==> src/design/utrf_pkg.sv <==
package utrf_pkg;

   localparam int DATA_W        = 8;
   localparam int TX_DEPTH_DFLT = 128;
   localparam int RX_DEPTH_DFLT = 128;

   typedef enum logic [1:0] {
      OP_TX_WRITE = 2'd0,
      OP_TX_READY = 2'd1,
      OP_RX_BYTE  = 2'd2,
      OP_RX_READ  = 2'd3
   } op_type;

   typedef struct packed {
      logic push;
      logic pop;
   } ring_cmd_type;

   typedef struct packed {
      logic empty;
      logic full;
   } ring_stat_type;

endpackage

==> src/design/utrf_ram.sv <==
module utrf_ram #(
   parameter int WIDTH = 8,
   parameter int DEPTH = 128
) (
   input  logic                                   clock,
   input  logic                                   we,
   input  logic [((DEPTH > 1) ? $clog2(DEPTH) : 1)-1:0] waddr,
   input  logic [WIDTH-1:0]                       wdata,
   input  logic                                   re,
   input  logic [((DEPTH > 1) ? $clog2(DEPTH) : 1)-1:0] raddr,
   output logic [WIDTH-1:0]                       rdata
);

   logic [WIDTH-1:0] mem_ff [DEPTH];
   logic [WIDTH-1:0] rdata_ff;

   always_ff @(posedge clock) begin
      if (we) begin
         mem_ff[waddr] <= wdata;
      end
      if (re) begin
         rdata_ff <= mem_ff[raddr];
      end
   end

   assign rdata = rdata_ff;

endmodule

==> src/design/utrf_ring.sv <==
module utrf_ring
   import utrf_pkg::*;
#(
   parameter int DEPTH = TX_DEPTH_DFLT
) (
   input  logic              clock,
   input  logic              reset,
   input  ring_cmd_type      cmd,
   input  logic [DATA_W-1:0] wdata,
   output ring_stat_type     stat,
   output logic [DATA_W-1:0] rdata
);

   localparam int AW = (DEPTH > 1) ? $clog2(DEPTH) : 1;
   localparam logic [AW-1:0] LAST_IDX = AW'(DEPTH - 1);

   logic [AW-1:0] rd_ptr_ff, rd_ptr_in;
   logic [AW-1:0] wr_ptr_ff, wr_ptr_in;

   function automatic logic [AW-1:0] next_ptr(input logic [AW-1:0] p);
      next_ptr = (p == LAST_IDX) ? '0 : p + 1'b1;
   endfunction

   assign stat.empty = (rd_ptr_ff == wr_ptr_ff);
   assign stat.full  = (next_ptr(wr_ptr_ff) == rd_ptr_ff);

   // push into a full ring drops the oldest entry
   always_comb begin
      rd_ptr_in = rd_ptr_ff;
      wr_ptr_in = wr_ptr_ff;
      if (cmd.push) begin
         wr_ptr_in = next_ptr(wr_ptr_ff);
         if (stat.full) begin
            rd_ptr_in = next_ptr(rd_ptr_ff);
         end
      end else if (cmd.pop) begin
         rd_ptr_in = next_ptr(rd_ptr_ff);
      end
   end

   always_ff @(posedge clock) begin
      if (reset) begin
         rd_ptr_ff <= '0;
         wr_ptr_ff <= '0;
      end else begin
         rd_ptr_ff <= rd_ptr_in;
         wr_ptr_ff <= wr_ptr_in;
      end
   end

   utrf_ram #(
      .WIDTH (DATA_W),
      .DEPTH (DEPTH)
   ) u_ram (
      .clock (clock),
      .we    (cmd.push),
      .waddr (wr_ptr_ff),
      .wdata (wdata),
      .re    (cmd.pop),
      .raddr (rd_ptr_ff),
      .rdata (rdata)
   );

endmodule

==> src/design/uart_tx_rx_ring_fifo_core.sv <==
// Transmit and receive byte rings for a UART. Each request is one event (host
// write, transmitter ready, line byte, host read) and yields exactly one
// response in the cycle after its transfer; one request per cycle is taken while
// the response side does not stall, since each ring's pointers are registered
// and its store is a single-port-write RAM with a registered read. req_stall
// rises only while a response is held by rsp_stall. A ring of depth N holds
// N-1 bytes; a full transmit ring refuses host writes, a full receive ring
// overwrites its oldest byte. No clearing pass after reset.
module uart_tx_rx_ring_fifo_core
   import utrf_pkg::*;
#(
   parameter int TX_DEPTH = TX_DEPTH_DFLT,
   parameter int RX_DEPTH = RX_DEPTH_DFLT
) (
   input  logic              clock,
   input  logic              reset,
   input  logic              req_valid,
   output logic              req_stall,
   input  logic [1:0]        req_opcode,
   input  logic [DATA_W-1:0] req_data_in,
   input  logic              req_burst_last,
   output logic              rsp_valid,
   input  logic              rsp_stall,
   output logic [DATA_W-1:0] rsp_data_out,
   output logic              rsp_data_valid,
   output logic              rsp_write_accepted,
   output logic              rsp_oldest_dropped,
   output logic              rsp_tx_irq_enabled,
   output logic              rsp_result_last
);

   ring_cmd_type  tx_cmd, rx_cmd;
   ring_stat_type tx_stat, rx_stat;
   logic [DATA_W-1:0] tx_rdata, rx_rdata;
   logic          accept;
   op_type        op;

   logic rsp_valid_ff, rsp_valid_in;
   logic irq_ff, irq_in;
   logic data_valid_ff, data_valid_in;
   logic from_rx_ff;
   logic accepted_ff, accepted_in;
   logic dropped_ff, dropped_in;
   logic last_ff;

   assign op        = op_type'(req_opcode);
   assign req_stall = rsp_valid_ff & rsp_stall;
   assign accept    = req_valid & ~req_stall;

   always_comb begin
      tx_cmd        = '0;
      rx_cmd        = '0;
      irq_in        = irq_ff;
      data_valid_in = 1'b0;
      accepted_in   = 1'b0;
      dropped_in    = 1'b0;
      rsp_valid_in  = rsp_valid_ff & rsp_stall;
      if (accept) begin
         rsp_valid_in = 1'b1;
         case (op)
            OP_TX_WRITE: begin
               if (!tx_stat.full) begin
                  tx_cmd.push = 1'b1;
                  irq_in      = 1'b1;
                  accepted_in = 1'b1;
               end
            end
            OP_TX_READY: begin
               if (!tx_stat.empty) begin
                  tx_cmd.pop    = 1'b1;
                  data_valid_in = 1'b1;
               end else begin
                  irq_in = 1'b0;
               end
            end
            OP_RX_BYTE: begin
               rx_cmd.push = 1'b1;
               dropped_in  = rx_stat.full;
            end
            OP_RX_READ: begin
               if (!rx_stat.empty) begin
                  rx_cmd.pop    = 1'b1;
                  data_valid_in = 1'b1;
               end
            end
            default: begin
            end
         endcase
      end
   end

   always_ff @(posedge clock) begin
      if (reset) begin
         rsp_valid_ff <= 1'b0;
         irq_ff       <= 1'b0;
      end else begin
         rsp_valid_ff <= rsp_valid_in;
         irq_ff       <= irq_in;
      end
   end

   always_ff @(posedge clock) begin
      if (accept) begin
         data_valid_ff <= data_valid_in;
         from_rx_ff    <= (op == OP_RX_READ);
         accepted_ff   <= accepted_in;
         dropped_ff    <= dropped_in;
         last_ff       <= req_burst_last;
      end
   end

   utrf_ring #(.DEPTH (TX_DEPTH)) u_tx_ring (
      .clock (clock),
      .reset (reset),
      .cmd   (tx_cmd),
      .wdata (req_data_in),
      .stat  (tx_stat),
      .rdata (tx_rdata)
   );

   utrf_ring #(.DEPTH (RX_DEPTH)) u_rx_ring (
      .clock (clock),
      .reset (reset),
      .cmd   (rx_cmd),
      .wdata (req_data_in),
      .stat  (rx_stat),
      .rdata (rx_rdata)
   );

   // ring read data holds until the next pop, so it stays stable under stall
   assign rsp_valid          = rsp_valid_ff;
   assign rsp_data_valid     = data_valid_ff;
   assign rsp_data_out       = !data_valid_ff ? '0 : (from_rx_ff ? rx_rdata : tx_rdata);
   assign rsp_write_accepted = accepted_ff;
   assign rsp_oldest_dropped = dropped_ff;
   assign rsp_tx_irq_enabled = irq_ff;
   assign rsp_result_last    = last_ff;

endmodule

==> config.mk <==
export PLATFORM = sky130hd
export DESIGN_NAME = uart_tx_rx_ring_fifo_core
export DESIGN_NICKNAME = d
export VERILOG_FILES = /design/src/design/utrf_pkg.sv /design/src/design/utrf_ram.sv /design/src/design/utrf_ring.sv /design/src/design/uart_tx_rx_ring_fifo_core.sv
export SDC_FILE = /design/constraint.sdc
export NUM_CORES = 2
export LEC_CHECK = 0
export BUFFER_PORTS_ARGS = -buffer_cell sky130_fd_sc_hd__clkbuf_2
export CORE_MARGIN = 3
export CORE_UTILIZATION = 60
export CTS_CLUSTER_DIAMETER = 50
export DETAILED_ROUTE_END_ITERATION = 8
export PLACE_DENSITY_LB_ADDON = 0.2
export SYNTH_ARGS = -nofsm -noshare
export SYNTH_HDL_FRONTEND = slang
export SYNTH_SLANG_ARGS = --single-unit
export TNS_END_PERCENT = 1
==> constraint.sdc <==
create_clock -name clock -period 7 [get_ports clock]
set_input_delay 0.35 -clock clock [delete_from_list [all_inputs] [get_ports clock]]
set_output_delay 0.35 -clock clock [all_outputs]
set_load 0.02 [all_outputs]
==> impl_metrics.ini <==
[outcome]
status = complete, no violations

[timing]
worstMarginPinSlew_ns = 1.29
final-hold-violation-count = 0
rsz0062_at_grt = false
holdWs_ns = 0.0611
finalSetupViolations = 0
relSlewSlack_pct = 13.1
slew_violations = 0
tns_ns = 0
fmax_mhz = 227
fin_crit_sh_pct = 63.0
min_period_ns = 4.41
skew_ns = 0.0232

[finish]
drive_above_1_share_pct = 24.6
final_cells = 5776
syn2layout_area_growth_pct = 10.2
nFillCells = 8309
layout.nets = 3854
fin_util_pct = 66.7

[route]
wire_per_inst_um = 31.6
initialDrtViolationCount = 5453
viasPerCell = 6.72
firstDrtPassIters = 5
route.vias.total = 38800
drt_wl_total_mm = 182
route.detailed.drc = 0
ant_nets = 0

[synth]
ys.flop_type = edfxtp_1
synth-edff-count = 2069
avgSynthCellArea_um2 = 21.8
synth_cell_types = 72
ys_seq_area_share_pct = 76.4
yosys.area.top_type = edfxtp_1
ys_ff_latch = 2099
async_flop_share_pct = 0
synth_top_area_share_pct = 75.7
yosys_warnings = 0
synthCells = 3772
synth_nets = 3791
synthesis.area_um2 = 82100
synthTopCellsByArea = edfxtp_1 76%, mux4_2 16%, nor2_1 1.4%

[grt]
grt_pass1_vias = 38600
grt_pass1_wl_mm = 269
grt-ovfl-total = 0
track_usage_pct = 26.3
grt_max_degree = 186
antenna_found_initial = 4

[pwr]
power_frac_comb_pct = 1.8
p_sw_share_pct = 19.5
seqPwrFrac_pct = 55.4
p_int_w = 0.0201
ir_drop_mv = 0.214
clkPwrFrac_pct = 42.9
powerDensity_nw_per_um2 = 276
p_sw_w = 0.00486
power_leakage_nw = 27.0

[worst_setup_path]
crit_required_ns = 7.44
crit_path_start = u_tx_ring.wr_ptr_ff[0]
r2r_start = u_tx_ring.wr_ptr_ff[0]
critPathMaxFanout = 19
cp-end-kind = register
worstSetupPathType = reg -> reg
cp_data_arrival_time_ns = 4.85
worst_setup_path_start_kind = register

[clocking]
clk-insertion-delay-late_ns = 0.82
cts_root_buffer = clkbuf_16
clk_pin_slew_ns = 0.06
numCtsBuffers = 201
cts_buffer_depth = 3
clock-sinks = 2099
h-tree-depth = 4
cts_tree = built

[min_path]
holdCritStartpoint = req_data_in[5]
hold_class = in -> reg

[floorplanning]
ios = 30
dieArea_um2 = 141000
die_w_um = 376
core_um2 = 136000
placementRows = 135
die_y_um = 376
initial_core_util_pct = 60.5

[run]
cap_viol_max_count = 0

[placement]
port_buffers = 29
dpl.cell_count = 5408
place_congestion = 0.874
hpwl_mm = 107
==> state kept, by name (all words and copies together), names as in the netlist <==
name and count:
rsp_tx_irq_enabled 1, u_rx_ring.u_ram.rdata 8, rsp_result_last 1, u_tx_ring.wr_ptr_ff 7, u_rx_ring.u_ram.mem_ff 1024, rsp_oldest_dropped 1, u_rx_ring.rd_ptr_ff 7, u_rx_ring.wr_ptr_ff 7
u_tx_ring.u_ram.rdata 8, rsp_data_valid 1, rsp_write_accepted 1, u_tx_ring.rd_ptr_ff 7, rsp_valid 1, from_rx_ff 1, u_tx_ring.u_ram.mem_ff 1024
==> logic make-up (layout without fill, tap and decap cells) <==
logic type | Yosys count | after routing | synth area share, %
XOR/XNOR | 30 | 30 | 0.320
flip-flops | 2099 | 2099 | 76.4
other | 0 | 1 | 0
AO/OA/AOI/OAI | 191 | 191 | 1.60
buffers and inverters | 234 | 456 | 1.42
AND/OR/NAND/NOR | 540 | 540 | 2.98
adder cells (fa/ha/maj) | 4 | 4 | 0.0610
multiplexers | 674 | 674 | 17.2
==> layout make-up <==
cell class | count | area [um2] | area share (%)
repair buffers | 88 | 746 | 0.824
multi-input cells | 1439 | 18200 | 20.1
well taps | 1781 | 2230 | 2.46
inverters | 6 | 25.0 | 0.0277
flip-flops and latches | 2099 | 62800 | 69.4
clock inverters | 117 | 1170 | 1.29
clock buffers | 245 | 5320 | 5.88
diodes | 1 | 2.50 | 0.00277
==> path summary, 6_finish.rpt <==
path	end	slack (ns)	cells after the start
setup / recovery	u_tx_ring.u_ram.mem_ff[45][5]	2.59	9
hold / removal	u_rx_ring.u_ram.mem_ff[51][5]	0.06	1
hold reg to reg	rsp_tx_irq_enabled	0.50	2
setup reg to reg	u_tx_ring.u_ram.mem_ff[45][5]	2.59	9
==> layer usage <==
| layer | routed length, um | GRT usage [%] | share of wire (%) |
|---|---|---|---|
| met1 | 74900 | 40.9 | 41 |
| met2 | 85400 | 39.2 | 47 |
| met3 | 18500 | 6.04 | 10 |
| met4 | 3670 | 5.90 | 2.0 |
| met5 | 39 | 0 | 0.021 |
==> metrics by stage <==
| step | total power (W) | instance area [um2] | worst slack, ns |
|---|---|---|---|
| 2_1_floorplan | 0.0142 | 82100 | 4.12 |
| 3_3_place_gp | 0.0145 | 83900 | 2.84 |
| 3_5_place_dp | 0.0145 | 83900 | 2.75 |
| 4_1_cts | 0.0251 | 90400 | 2.72 |
| 5_1_grt | 0.0256 | 90400 | 2.45 |
| 6_report | 0.0250 | 90500 | 2.59 |
==> synth_stat cells, drive strengths merged, types with 19 or more instances <==
master / count
edfxtp: 2069
mux4: 588
nor2: 303
buf: 144
clkbuf: 84
mux2i: 84
nand2: 80
o21ai: 42
nand3: 31
dfxtp: 30
a21oi: 28
a221oi: 19
nor2b: 19
==> worst max-delay path: stages, from the launching register on <==
cell and delay (ns):
dfxtp_1 0.61, ha_1 0.28, and3_1 0.25, nand3_2 0.16
o21ai_1 0.15, xor2_1 0.10, a41o_1 0.45, nand4bb_1 0.85
buf_4 0.50, nor2_1 0.66
==> timing repair <==
action / 4_1_cts / 5_1_grt
hold buffers: 5 / 0
setup buffers: 0 / 0
resized for setup: 0 / 0
hold endpoints to repair: 3 / 0
==> power groups by stage <==
stage,Clock [W],Sequential (W),Combinational (W)
2_1_floorplan,0,0.0141,0.000166
3_3_place_gp,0,0.0141,0.000430
3_5_place_dp,0,0.0141,0.000441
4_1_cts,0.0108,0.0138,0.000444
5_1_grt,0.0113,0.0138,0.000471
6_report,0.0107,0.0138,0.000438
==> cell usage in the layout, fill, tap and decap left out, drive strengths merged, types with 21 or more instances in the layout <==
master,count
a21oi,28
buf,54
bufinv,21
clkbuf,274
clkinv,81
dfxtp,30
edfxtp,2069
mux2i,84
mux4,588
nand2,80
nand3,31
nor2,303
o21ai,42
Note: power is estimated with default switching activity, not from simulation.
